[config.mk]
export PLATFORM = sky130hd
export DESIGN_NAME = wsclock_page_replacement
export DESIGN_NICKNAME = d
export VERILOG_FILES = /design/src/design/wsc_pkg.sv /design/src/design/wsc_mem.sv /design/src/design/wsc_cmp.sv /design/src/design/wsclock_page_replacement.sv
export SDC_FILE = /design/constraint.sdc
export NUM_CORES = 1
export LEC_CHECK = 0
export BUFFER_PORTS_ARGS = -buffer_cell sky130_fd_sc_hd__buf_2
export CORE_MARGIN = 2
export CORE_UTILIZATION = 62
export DETAILED_ROUTE_END_ITERATION = 7
export PLACE_DENSITY = 0.8
export SYNTH_ARGS = -nofsm -noshare
export SYNTH_HDL_FRONTEND = slang
export SYNTH_HIERARCHICAL = 1
export SYNTH_SLANG_ARGS = --single-unit
export TNS_END_PERCENT = 1
[constraint.sdc]
create_clock -name clk -period 10.8 [get_ports clk]
set_input_delay 0.54 -clock clk [delete_from_list [all_inputs] [get_ports clk]]
set_output_delay 0.54 -clock clk [all_outputs]
set_load 0.03 [all_outputs]
[src/design/wsc_pkg.sv]
package wsc_pkg;

  // Default sizing of the frame table
  localparam int FRAMES_DEF    = 8;
  localparam int PAGE_BITS_DEF = 20;
  localparam int TIME_BITS_DEF = 32;

  // Fixed field widths
  localparam int WINDOW_W  = 16;
  localparam int OUT_IDX_W = 3;

  localparam logic [WINDOW_W-1:0] WINDOW_RESET = 16'd3;

  typedef enum logic [1:0] {
    ST_IDLE,
    ST_LOOKUP,
    ST_SCAN,
    ST_TAKE
  } wsc_state_t;

  // Flags from the shared compare unit
  typedef struct packed {
    logic page_eq;
    logic aged;
  } wsc_cmp_res_t;

endpackage

[src/design/wsc_mem.sv]
module wsc_mem import wsc_pkg::*; #(
  parameter int FRAMES    = FRAMES_DEF,
  parameter int PAGE_BITS = PAGE_BITS_DEF,
  parameter int TIME_BITS = TIME_BITS_DEF,
  localparam int IDX_W    = $clog2(FRAMES)
) (
  input  logic                 clk,
  input  logic                 we,
  input  logic [IDX_W-1:0]     waddr,
  input  logic [PAGE_BITS-1:0] wpage,
  input  logic [TIME_BITS-1:0] wtime,
  input  logic [IDX_W-1:0]     raddr,
  output logic [PAGE_BITS-1:0] rpage,
  output logic [TIME_BITS-1:0] rtime
);

  logic [PAGE_BITS-1:0] page_mem [FRAMES];
  logic [TIME_BITS-1:0] time_mem [FRAMES];

  always_ff @(posedge clk) begin
    if (we) begin
      page_mem[waddr] <= wpage;
      time_mem[waddr] <= wtime;
    end
  end

  // Registered read: data shows up in the cycle after the address
  always_ff @(posedge clk) begin
    rpage <= page_mem[raddr];
    rtime <= time_mem[raddr];
  end

endmodule

[src/design/wsc_cmp.sv]
module wsc_cmp import wsc_pkg::*; #(
  parameter int PAGE_BITS = PAGE_BITS_DEF,
  parameter int TIME_BITS = TIME_BITS_DEF
) (
  input  logic [PAGE_BITS-1:0] key_page,
  input  logic [PAGE_BITS-1:0] entry_page,
  input  logic [TIME_BITS-1:0] now,
  input  logic [TIME_BITS-1:0] last_use,
  input  logic [WINDOW_W-1:0]  window,
  output wsc_cmp_res_t         res
);

  localparam int CMP_W = (TIME_BITS > WINDOW_W) ? TIME_BITS : WINDOW_W;

  logic [TIME_BITS-1:0] age;

  // Modular age, then compare at the wider of the two widths
  assign age         = now - last_use;
  assign res.page_eq = (key_page == entry_page);
  assign res.aged    = (CMP_W'(age) > CMP_W'(window));

endmodule

[src/design/wsclock_page_replacement.sv]
// A reference is looked up frame by frame from frame 0, and a hit ends the lookup at that frame. A
// miss then scans from the hand for a free or aged, unreferenced frame, or takes the hand's frame.
// busy stays high until a reference is done, so a new one is taken only after the last one; the
// one-read-per-cycle frame store and the shared compare unit set the pace.
// Reset (rst_n low, synchronous) empties all frames and zeroes the hand and the time counter.
// Results are strobed for one cycle on out_valid; the receiver cannot stall.
module wsclock_page_replacement import wsc_pkg::*; #(
  parameter int FRAMES    = FRAMES_DEF,
  parameter int PAGE_BITS = PAGE_BITS_DEF,
  parameter int TIME_BITS = TIME_BITS_DEF
) (
  input  logic                 clk,
  input  logic                 rst_n,
  // Reference input
  input  logic                 start,
  output logic                 busy,
  input  logic [PAGE_BITS-1:0] in_page,
  // Result output
  output logic                 out_valid,
  output logic                 out_hit,
  output logic [OUT_IDX_W-1:0] out_frame_index,
  output logic                 out_evicted_valid,
  output logic [PAGE_BITS-1:0] out_evicted_page,
  output logic [OUT_IDX_W-1:0] out_hand_after,
  // Window register write
  input  logic                 cfg_valid,
  output logic                 cfg_ready,
  input  logic [WINDOW_W-1:0]  cfg_time_window
);

  localparam int IDX_W = $clog2(FRAMES);
  localparam logic [IDX_W-1:0] LAST_IDX = IDX_W'(FRAMES - 1);

  wsc_state_t state_r, state_nxt;

  logic [IDX_W-1:0]     idx_r, idx_nxt;     // frame whose data is on the read port
  logic [IDX_W-1:0]     cnt_r, cnt_nxt;     // frames passed over in this scan
  logic [IDX_W-1:0]     hand_r;
  logic [TIME_BITS-1:0] time_r;
  logic [WINDOW_W-1:0]  window_r;
  logic [PAGE_BITS-1:0] page_r;
  logic [FRAMES-1:0]    valid_r;
  logic [FRAMES-1:0]    ref_r;

  logic [PAGE_BITS-1:0] rd_page;
  logic [TIME_BITS-1:0] rd_time;
  wsc_cmp_res_t         cmp;

  logic                 accept;
  logic                 found;
  logic                 free_slot;
  logic                 last;
  logic                 lap_done;
  logic [IDX_W-1:0]     next_idx;

  logic                 mem_we;
  logic                 done;
  logic                 is_hit;
  logic                 clr_ref;

  logic                 out_valid_r;
  logic                 out_hit_r;
  logic [OUT_IDX_W-1:0] out_frame_index_r;
  logic                 out_evicted_valid_r;
  logic [PAGE_BITS-1:0] out_evicted_page_r;
  logic [OUT_IDX_W-1:0] out_hand_after_r;

  assign accept    = start && !busy;
  assign busy      = (state_r != ST_IDLE);
  assign cfg_ready = 1'b1;

  // Frame store: page and last-use time, read one frame per cycle
  wsc_mem #(
    .FRAMES    (FRAMES),
    .PAGE_BITS (PAGE_BITS),
    .TIME_BITS (TIME_BITS)
  ) u_mem (
    .clk   (clk),
    .we    (mem_we),
    .waddr (idx_r),
    .wpage (page_r),
    .wtime (time_r),
    .raddr (idx_nxt),
    .rpage (rd_page),
    .rtime (rd_time)
  );

  // Shared compare unit: page match during lookup, age test during the scan
  wsc_cmp #(
    .PAGE_BITS (PAGE_BITS),
    .TIME_BITS (TIME_BITS)
  ) u_cmp (
    .key_page   (page_r),
    .entry_page (rd_page),
    .now        (time_r),
    .last_use   (rd_time),
    .window     (window_r),
    .res        (cmp)
  );

  // Decisions on the frame currently read
  assign found     = valid_r[idx_r] && cmp.page_eq;
  assign free_slot = !valid_r[idx_r] || (!ref_r[idx_r] && cmp.aged);
  assign last      = (idx_r == LAST_IDX);
  assign lap_done  = (cnt_r == LAST_IDX);
  assign next_idx  = last ? '0 : idx_r + 1'b1;

  // Next state
  always_comb begin
    state_nxt = state_r;
    case (state_r)
      ST_IDLE: begin
        if (accept) state_nxt = ST_LOOKUP;
      end
      ST_LOOKUP: begin
        if (found) state_nxt = ST_IDLE;
        else if (last) state_nxt = ST_SCAN;
      end
      ST_SCAN: begin
        if (free_slot) state_nxt = ST_IDLE;
        else if (lap_done) state_nxt = ST_TAKE;
      end
      ST_TAKE: begin
        state_nxt = ST_IDLE;
      end
      default: begin
        state_nxt = ST_IDLE;
      end
    endcase
  end

  // Sequencer outputs
  always_comb begin
    idx_nxt = idx_r;
    cnt_nxt = cnt_r;
    mem_we  = 1'b0;
    done    = 1'b0;
    is_hit  = 1'b0;
    clr_ref = 1'b0;
    case (state_r)
      ST_IDLE: begin
        // Keep frame 0 on the read port so lookup starts right after the transfer
        idx_nxt = '0;
      end
      ST_LOOKUP: begin
        if (found) begin
          mem_we = 1'b1;
          done   = 1'b1;
          is_hit = 1'b1;
        end else if (last) begin
          idx_nxt = hand_r;
          cnt_nxt = '0;
        end else begin
          idx_nxt = next_idx;
        end
      end
      ST_SCAN: begin
        if (free_slot) begin
          mem_we = 1'b1;
          done   = 1'b1;
        end else begin
          // Pass over: drop the reference bit, advance; after a full lap return to the hand
          clr_ref = 1'b1;
          cnt_nxt = cnt_r + 1'b1;
          idx_nxt = lap_done ? hand_r : next_idx;
        end
      end
      ST_TAKE: begin
        mem_we = 1'b1;
        done   = 1'b1;
      end
      default: begin
        idx_nxt = '0;
      end
    endcase
  end

  // Control state
  always_ff @(posedge clk) begin
    if (!rst_n) begin
      state_r  <= ST_IDLE;
      idx_r    <= '0;
      cnt_r    <= '0;
      hand_r   <= '0;
      time_r   <= '0;
      window_r <= WINDOW_RESET;
      valid_r  <= '0;
      ref_r    <= '0;
    end else begin
      state_r <= state_nxt;
      idx_r   <= idx_nxt;
      cnt_r   <= cnt_nxt;
      if (cfg_valid && cfg_ready) begin
        window_r <= cfg_time_window;
      end
      if (clr_ref) begin
        ref_r[idx_r] <= 1'b0;
      end
      if (mem_we) begin
        valid_r[idx_r] <= 1'b1;
        ref_r[idx_r]   <= 1'b1;
      end
      if (done) begin
        time_r <= time_r + 1'b1;
        if (!is_hit) hand_r <= next_idx;
      end
    end
  end

  // Hold the referenced page for the whole item
  always_ff @(posedge clk) begin
    if (accept) page_r <= in_page;
  end

  // Result register: one-cycle strobe
  always_ff @(posedge clk) begin
    if (!rst_n) begin
      out_valid_r <= 1'b0;
    end else begin
      out_valid_r <= done;
    end
  end

  always_ff @(posedge clk) begin
    if (done) begin
      out_hit_r           <= is_hit;
      out_frame_index_r   <= OUT_IDX_W'(idx_r);
      out_evicted_valid_r <= !is_hit && valid_r[idx_r];
      out_evicted_page_r  <= (!is_hit && valid_r[idx_r]) ? rd_page : '0;
      out_hand_after_r    <= is_hit ? OUT_IDX_W'(hand_r) : OUT_IDX_W'(next_idx);
    end
  end

  assign out_valid         = out_valid_r;
  assign out_hit           = out_hit_r;
  assign out_frame_index   = out_frame_index_r;
  assign out_evicted_valid = out_evicted_valid_r;
  assign out_evicted_page  = out_evicted_page_r;
  assign out_hand_after    = out_hand_after_r;

`ifndef SYNTHESIS
  a_result_after_work: assert property (@(posedge clk) disable iff (!rst_n)
    out_valid |-> $past(busy))
    else $error("result without an item in progress");

  a_idle_with_result: assert property (@(posedge clk) disable iff (!rst_n)
    out_valid |-> !busy)
    else $error("still busy while a result is shown");

  a_hit_no_evict: assert property (@(posedge clk) disable iff (!rst_n)
    (out_valid && out_hit) |-> !out_evicted_valid)
    else $error("hit reported an eviction");

  a_start_lookup: assert property (@(posedge clk) disable iff (!rst_n)
    (start && !busy) |=> (state_r == ST_LOOKUP && idx_r == '0))
    else $error("transfer did not begin lookup at frame zero");
`endif

endmodule

== Yosys cells after proc, flatten, opt, wreduce, memory -nomap -nowiden ==
Memories as Yosys holds them, arrays and structs flattened. A register that Yosys moved wholly into a read port is not among the register bits.
Index checks and enable logic that the tools add are counted.
W data, S select, Z words.
Word-level totals
  memories kept: 2
  register bits: 124
  RAM bits: 416
  word-level logic and storage cells: 89
  output and inout bits: 31
  input bits: 40
Memories
  u_mem.time_mem: depth 8, bits a word 32, rd ports 1, clocked after Yosys merged registers in 1, write ports 1, line wsc_mem.sv:18  | logic [TIME_BITS-1:0] time_mem [FRAMES];
  u_mem.page_mem: depth 8, bits a word 20, rd ports 1, clocked after Yosys merged registers in 1, write ports 1, line wsc_mem.sv:17  | logic [PAGE_BITS-1:0] page_mem [FRAMES];
Operators by class
  eq/ne operators: 12
  order comparisons: 3
  $add $sub $neg: 4
  bitwise operators: 4
  mux-type cells: 34
  reductions and logical operators: 15
Operators by type and width (count)
  $add A32 B1 Y32 const B: 1
  $gt A32 B16 Y1: 1
  $sub A32 B32 Y32: 1
  $mux W3: 9
  $mux W8: 3
  $eq A20 B20 Y1: 1
  $or A8 B8 Y8: 2
  $mux W1: 10
  $mux W2: 5
  $pmux W3 S3: 1
  $and A8 B8 Y8: 1
  $ne A2 B2 Y1 const B: 4
  $not A8 Y8: 1
  $pmux W2 S4: 1
  $add A3 B1 Y3 const B: 2
  $bmux W1 S3: 2
  $eq A3 B3 Y1 const B: 2
  $ne A3 B3 Y1 const B: 2
  $pmux W3 S2: 1
  $logic_and A1 B1 Y1: 5
  $eq A2 B2 Y1 const B: 2
  $logic_not A1 Y1: 4
  $lt A3 B4 Y1 const B: 1
  $reduce_and A4 Y1: 1
  8 further kinds: 9

== Depth between registers and ports, before layout ==
Gate-level depths: netlist (run 1).
  word-level depth: 11
  gate-level depth with buffers: 28

== Modules after synthesis ==
The synthesis (run 1) kept the hierarchy.
By module, submodules not included
  wsc_mem: cells an instance 667, times used 1, area each 16741.1 µm²
  wsclock_page_replacement: cells an instance 480, times used 1, area each 5282.6 µm²
  wsc_cmp: cells an instance 391, times used 1, area each 2707.6 µm²

== Worst setup path after synthesis (run 1) ==
OpenSTA, ideal clock, no wires.
  path type: register to register
  start point: register time_r[0]
  end point: memory u_mem/page_mem[2][0] (netlist bit) (enable)
  stages on the path, launching flop included: 25
  path slack: 2.116 ns
  buffers on the path: 1
  library setup time: 0.526 ns
  data arrival time: 8.158 ns
  cells stage by stage: dfxtp_1 -> inv_1 -> ha_1 -> fa_1 -> nand2b_1 -> a21oi_2 -> nor2_1 -> o41ai_1 -> xor2_1 -> ha_1 -> nand4_1 -> a2111oi_0 -> nor3_1 -> o21a_1 -> o221a_1 -> nand4_1 -> nor4_1 -> nand4_1 -> o2111a_1 -> a32o_1 -> buf_4 -> nor2_2 -> inv_2 -> nand2_1 -> nor3_1
RTL lines
  start, declared: line wsclock_page_replacement.sv:39  | logic [TIME_BITS-1:0] time_r;
  start signal, assigned: line wsclock_page_replacement.sv:204  | time_r <= time_r + 1'b1;
  end, declared: line wsc_mem.sv:17

==> results.json, run 1 <==
{
  "cts_tree": "built",
  "cellPowerDensity_nw_per_um2": 169.1,
  "fin_cells": 2182,
  "routed.top_layer": "met4",
  "synth.yosys.seq_area_share_pct": 66.70,
  "first_pass_iters": 6,
  "grt_antenna_before_repair": 0,
  "met1_length_mm": 21.22,
  "utilization_pct": 69.39,
  "final.period_utilization_pct": 72.73,
  "yosysWarnings": 6,
  "cts_setup_buffers": 0,
  "wl_mm": 52.16,
  "yosysTopAreaCell": "edfxtp_1",
  "layout.nets": 1702,
  "diodes": 0,
  "core_um2": 39550,
  "start_util_pct": 62.53,
  "reg2reg_slack_ns": 2.94,
  "min_path_cells": 1,
  "pin_count": 71,
  "ys_types": 93,
  "setup_violations": 0,
  "synth_area_um2": 24730,
  "dr_wl_met3_mm": 3.422,
  "hold_path_startpoint": "in_page[11]",
  "cts-resized-gates": 0,
  "start_kind": "flop",
  "yosys_register_bits": 592,
  "port-buffer-count": 69,
  "min_path_type": "in2reg",
  "drc_errors": 0,
  "grt-ovfl-total": 0,
  "clock_latency_ns": 0.64,
  "status": "completed",
  "h-tree-depth": 2,
  "p_leak_nw": 9.397,
  "ant_nets": 0,
  "wl_met2_mm": 26.29,
  "fp.dieW_um": 203.7,
  "design_power_total_mw": 4.640,
  "async_reset_ff_share_pct": 0,
  "endpoint_kind": "flop",
  "synth_most_common_cell": "edfxtp_1",
  "crit_type": "reg2reg",
  "via_count": 13830,
  "finalCriticalPeriod_ns": 7.855,
  "grt_pass1_wl_mm": 80.83,
  "cts_root_buf": "clkbuf_16",
  "synth_enable_flop_cells": 464,
  "synthTopCellsByArea": "edfxtp_1, dfxtp_1, mux4_2",
  "r2r_end": "u_mem/time_mem[4][10]$_DFFE_PP_",
  "drive_gt1_share_pct": 22.75,
  "maxSlewViolCount": 0,
  "reg2reg_from": "time_r[0]$_SDFFE_PN0P_",
  "timing.hold.ws_ns": 0.07141,
  "synthToLayoutAreaGrowth_pct": 10.96,
  "relSlewSlack_pct": 19.03,
  "fmax_mhz": 127.3,
  "synth-main-ff-cell": "edfxtp_1",
  "hold_viol_final": 0,
  "first_global_vias": 14290,
  "drtIter0Drc": 1249,
  "fin_skew_ns": 0.04437,
  "multi_input_area_um2": 7625,
  "cap_viol_max_count": 0,
  "clkSinkCount": 592,
  "syn_inst": 1538,
  "die_y_um": 203.7,
  "dp_cells": 2076,
  "grt_max_degree": 105,
  "num_rows": 73,
  "seq_area_um2": 16500,
  "gp_congestion": 0.9251,
  "clk_pin_slew_worst_paths_ns": 0.07,
  "grt_util_all_layers_pct": 25.88,
  "die_area_um2": 41500,
  "tns_ns": 0,
  "avgViaCountPerCell": 6.338,
  "synth_commonest_cells": "edfxtp_1, dfxtp_1, mux4_2",
  "syn_nets": 1631,
  "clock_path_buffers": 3,
  "avgSynthCellArea_um2": 16.08,
  "worstPathRequired_ns": 11.04,
  "arrival_ns": 8.10,
  "holdPathEnd": "page_r[11]$_DFFE_PP_",
  "numCtsBuffers": 56,
  "rsz0062_at_grt": "false",
  "wl_per_cell_um": 23.90,
  "cp_max_fo": 37,
  "cts_hold_buf": 0,
  "dp_hpwl_mm": 29.36,
  "reg2reg_depth": 24,
  "vdd.ir_drop.worst_uv": 155.7,
  "fillCellCount": 2502,
  "synth_top_area_share_pct": 56.34,
  "tightest_slew_ns": 1.205
}
state kept, by name, indices dropped and copies added, names as in the netlist:
| name | count |
|---|---|
| cnt_r | 3 |
| hand_r | 3 |
| idx_r | 3 |
| out_evicted_page | 20 |
| out_evicted_valid | 1 |
| out_frame_index | 3 |
| out_hand_after | 3 |
| out_hit | 1 |
| out_valid | 1 |
| page_r | 20 |
| ref_r | 8 |
| state_r | 2 |
| time_r | 32 |
| u_mem/page_mem | 160 |
| u_mem/rpage | 20 |
| u_mem/rtime | 32 |
| u_mem/time_mem | 256 |
| valid_r | 8 |
| window_r | 16 |
worst max-delay path by stage:
stage / cells past startpoint / endpoint / start / slack, ns
6_report: 24 / u_mem/time_mem[4][10]$_DFFE_PP_ / time_r[0]$_SDFFE_PN0P_ / 2.94
5_1_grt: 24 / u_mem/time_mem[4][10]$_DFFE_PP_ / time_r[0]$_SDFFE_PN0P_ / 2.41
2_1_floorplan: 24 / u_mem/page_mem[2][0]$_DFFE_PP_ / time_r[0]$_SDFFE_PN0P_ / 2.12
3_3_place_gp: 24 / u_mem/time_mem[4][8]$_DFFE_PP_ / time_r[0]$_SDFFE_PN0P_ / 3.24
3_5_place_dp: 24 / u_mem/time_mem[5][8]$_DFFE_PP_ / time_r[0]$_SDFFE_PN0P_ / 3.02
4_1_cts: 24 / u_mem/time_mem[1][27]$_DFFE_PP_ / time_r[0]$_SDFFE_PN0P_ / 2.99
layer usage:
metal	up-vias	track usage [%]
li1	6163	-
met1	7005	34.68
met2	566	43.85
met3	95	3.931
met4	0	8.629
met5	-	0
critical path, stage by stage, from the launching register on:
cell	delay (ns)
dfxtp_1	0.55
inv_1	0.09
ha_1	0.25
fa_1	0.42
nand2b_1	0.20
a21oi_2	0.24
nor2_1	0.08
o41ai_1	0.40
xor2_1	0.12
ha_1	0.33
nand4_1	0.15
a2111oi_0	0.40
nor3_1	0.08
o21a_1	0.12
o221a_1	0.22
nand4_1	0.08
nor4_1	0.07
nand4_1	0.20
o2111a_1	0.20
a32o_1	0.49
nor2_2	0.21
inv_2	0.71
nand2b_1	0.41
nor2_4	0.76
buf_4	0.58
report_power, final:
group | internal (mW) | total [mW] | switching [mW] | leakage (nW)
clock | 1.17 | 2.03 | 0.861 | 0.956
combinational | 0.0690 | 0.146 | 0.0768 | 3.12
sequential | 2.45 | 2.47 | 0.0171 | 5.32
area by class of cell:
cell class              instances  share of cell area, %
repair buffers                 82                  1.660
well taps                     525                  2.394
clock inverters                35                  1.500
clock buffers                  71                  5.604
multi-input cells             808                  27.79
flip-flops and latches        592                  60.11
inverters                      69                 0.9438
cells in the final DEF, fill, tap and decap left out, types with 8 or more instances in the layout:
cell | synthesis | routed
a21oi_1 | 62 | 62
and2_1 | 12 | 12
and3_1 | 27 | 27
buf_2 | 14 | 69
buf_4 | 6 | 12
clkbuf_16 | 0 | 56
clkbuf_8 | 2 | 8
clkinv_1 | 1 | 9
clkinv_2 | 0 | 10
dfxtp_1 | 128 | 128
edfxtp_1 | 464 | 464
ha_1 | 52 | 52
inv_1 | 66 | 66
mux2_2 | 55 | 55
mux2i_1 | 29 | 29
mux4_2 | 104 | 104
nand2_1 | 49 | 49
nand2b_1 | 14 | 14
nand3_1 | 33 | 33
nand4_1 | 24 | 24
nor2_1 | 67 | 59
nor3_1 | 14 | 12
nor4_1 | 9 | 9
o21a_1 | 20 | 20
o21ai_0 | 33 | 33
o31ai_1 | 16 | 16
or3_1 | 12 | 12
or4_1 | 9 | 9
xnor2_1 | 25 | 25
xor2_1 | 23 | 23
kinds of logic after synthesis:
group / after synthesis / synth area share [%]
multiplexers: 195 / 13.66
adder cells (fa/ha/maj): 53 / 2.712
other: 1 / 0.01516
buffers and inverters: 138 / 2.843
AO/OA/AOI/OAI: 217 / 6.101
flip-flops: 592 / 66.70
XOR/XNOR: 48 / 1.700
AND/OR/NAND/NOR: 294 / 6.263
stage by stage:
| stage | setup slack (ns) | area [um2] |
|---|---|---|
| floorplan | 2.116 | 24730 |
| detailed placement | 3.017 | 25490 |
| global placement | 3.242 | 25490 |
| finish | 2.945 | 27440 |
| global route | 2.411 | 27440 |
| CTS | 2.994 | 27440 |
(Power assumes the default switching activity.)
==> run 2: changes to the inputs <==
--- a/config.mk
+++ b/config.mk
@@ -7,9 +7,9 @@
 export LEC_CHECK = 0
 export BUFFER_PORTS_ARGS = -buffer_cell sky130_fd_sc_hd__buf_2
 export CORE_MARGIN = 2
-export CORE_UTILIZATION = 62
+export CORE_UTILIZATION = 56
 export DETAILED_ROUTE_END_ITERATION = 7
-export PLACE_DENSITY = 0.8
+export PLACE_DENSITY = 0.77
 export SYNTH_ARGS = -nofsm -noshare
 export SYNTH_HDL_FRONTEND = slang
 export SYNTH_HIERARCHICAL = 1
==> constraint.sdc (replaced) <==
create_clock -name clk -period 7.12 [get_ports clk]
set_input_delay 0.356 -clock clk [delete_from_list [all_inputs] [get_ports clk]]
set_output_delay 0.356 -clock clk [all_outputs]
set_load 0.03 [all_outputs]
==> results.json, run 2 (synthesis results as in run 1) <==
{
  "status": "completed",
  "worstPathRequired_ns": 7.60,
  "layout_common_cells": "edfxtp_1, dfxtp_1, mux4_2, buf_2, inv_1",
  "min_path_type": "in2reg",
  "synthToLayoutAreaGrowth_pct": 14.32,
  "tightest_slew_ns": 1.090,
  "cts_root_buf": "clkbuf_16",
  "drtIter0Drc": 1109,
  "die_area_um2": 45860,
  "path_delay_family": "compound AO/OA/AOI/OAI gates",
  "start_kind": "flop",
  "cp_num_buf_inv": 3,
  "slowest_delay_ns": 0.56,
  "endpoint_kind": "flop",
  "first_global_vias": 14610,
  "drive_gt1_share_pct": 23.79,
  "num_rows": 76,
  "cts_tree": "built",
  "largest_reg_flops": 256,
  "numCtsBuffers": 57,
  "clk_pin_slew_worst_paths_ns": 0.06,
  "reg2reg_slack_ns": 0.44,
  "place_area_um2": 25890,
  "rsz0062_at_grt": "false",
  "r2r_end": "u_mem/rtime[28]$_DFF_P_",
  "arrival_ns": 7.16,
  "start_util_pct": 57.03,
  "crit_type": "reg2reg",
  "cpMaxStageDelayCell": "a2111o_1",
  "reg2reg_depth": 26,
  "layout.nets": 1759,
  "first_pass_iters": 5,
  "cts_setup_buffers": 0,
  "regMostFlops": "u_mem/time_mem",
  "grt_antenna_before_repair": 0,
  "finalCriticalPeriod_ns": 6.680,
  "dp_cells": 2158,
  "fillCellCount": 2979,
  "reg2reg_from": "time_r[0]$_SDFFE_PN0P_",
  "relSlewSlack_pct": 26.76,
  "avgViaCountPerCell": 6.097,
  "setup_violations": 0,
  "tns_ns": 0,
  "wl_per_cell_um": 23.10,
  "diodes": 0,
  "port-buffer-count": 69,
  "fmax_mhz": 149.7,
  "grt-ovfl-total": 0,
  "holdPathEnd": "window_r[1]$_SDFFE_PN1P_",
  "place_ws_ns": 0.3440,
  "fin_area_um2": 28270,
  "pin_count": 71,
  "final_common_cell": "edfxtp_1",
  "via_count": 14020,
  "vdd.ir_drop.worst_uv": 238.5,
  "ant_nets": 0,
  "top_regs": "u_mem/time_mem (256), u_mem/page_mem (160)",
  "clkSinkCount": 592,
  "wl_mm": 53.14,
  "setup_slack_ns": 0.4402,
  "h-tree-depth": 2,
  "maxSlewViolCount": 0,
  "clock_latency_ns": 0.65,
  "hold_viol_final": 0,
  "p_leak_nw": 9.716,
  "gp_congestion": 0.8975,
  "dp_hpwl_mm": 31.13,
  "utilization_pct": 65.20,
  "clock_path_buffers": 3,
  "fp.dieW_um": 214.2,
  "grt_max_degree": 51,
  "cellPowerDensity_nw_per_um2": 254.6,
  "core_um2": 43360,
  "min_path_cells": 3,
  "cap_viol_max_count": 0,
  "final.period_utilization_pct": 93.82,
  "die_y_um": 214.2,
  "grt_util_all_layers_pct": 23.56,
  "drc_errors": 0,
  "grt_pass1_wl_mm": 83.21,
  "cp_max_fo": 28,
  "fin_skew_ns": 0.05897,
  "hold_path_startpoint": "cfg_time_window[1]",
  "timing.hold.ws_ns": 0.03001,
  "fin_cells": 2300,
  "design_power_total_mw": 7.198
}
[run 2: cell types whose count changed in the layout (fill, tap and decap cells not counted), moves of 3 or more]
cell / previous run / this run
bufinv_16: 6 / 9
clkinvlp_4: 1 / 5
dfxtp_2: 0 / 3
dfxtp_1: 128 / 125
dlygate4sd3_1: 0 / 34
buf_4: 12 / 22
buf_12: 1 / 13
[run 2: layout make-up]
type	count	area, um2	area share (%)
repair buffers	138	1111	3.930
clock inverters	39	505.5	1.788
inverters	69	259.0	0.9160
well taps	585	732.0	2.589
clock buffers	69	1531	5.417
multi-input cells	808	7635	27.00
flip-flops and latches	592	16500	58.36
[run 2: worst reg2reg max path, cell delays in order (launching register included)]
cell and delay (ns):
dfxtp_2 0.44, inv_1 0.07, ha_1 0.22, fa_1 0.40
nand2b_1 0.20, a21oi_2 0.22, nor2_1 0.07, o41ai_1 0.43
xor2_1 0.18, ha_1 0.28, a21oi_1 0.15, nand2_1 0.08
a211oi_1 0.26, o21a_1 0.15, o221a_1 0.19, nand4_1 0.09
nor4_1 0.29, nand4_1 0.25, o211a_1 0.21, a2111o_1 0.56
nor2_1 0.14, a211oi_1 0.09, nor2_4 0.20, buf_12 0.25
buf_12 0.30, mux4_2 0.56, mux2_2 0.27
[run 2: timing repair]
action / in CTS / in global routing
hold buffers: 34 / 0
endpoints found under the setup margin: 0 / 23
resized for setup: 0 / 4
hold endpoints to repair: 34 / 0
[run 2: how the worst max path moves through the flow]
stage | startpoint | to | slack, ns | depth (start not counted)
detailed placement | time_r[0]$_SDFFE_PN0P_ | u_mem/rtime[8]$_DFF_P_ | 0.34 | 26
finish | time_r[0]$_SDFFE_PN0P_ | u_mem/rtime[28]$_DFF_P_ | 0.44 | 26
floorplan | time_r[0]$_SDFFE_PN0P_ | u_mem/page_mem[0][0]$_DFFE_PP_ | -1.56 | 24
CTS | time_r[0]$_SDFFE_PN0P_ | u_mem/rtime[28]$_DFF_P_ | 0.33 | 26
global placement | time_r[0]$_SDFFE_PN0P_ | u_mem/rtime[7]$_DFF_P_ | 0.53 | 26
global route | time_r[6]$_SDFFE_PN0P_ | u_mem/rtime[28]$_DFF_P_ | 0.008 | 23
[run 2: power by group]
part	switching [mW]	internal [mW]
Sequential	0.0288	3.72
Combinational	0.117	0.122
Clock	1.34	1.88
Total	1.48	5.72
[run 2: per-layer routing]
metal	vias to the layer above	wire, um	track usage, %
met5	-	0	0
met4	0	1633	8.171
met3	125	3127	4.199
met2	506	26640	40.28
met1	7110	21740	30.61
li1	6281	-	-
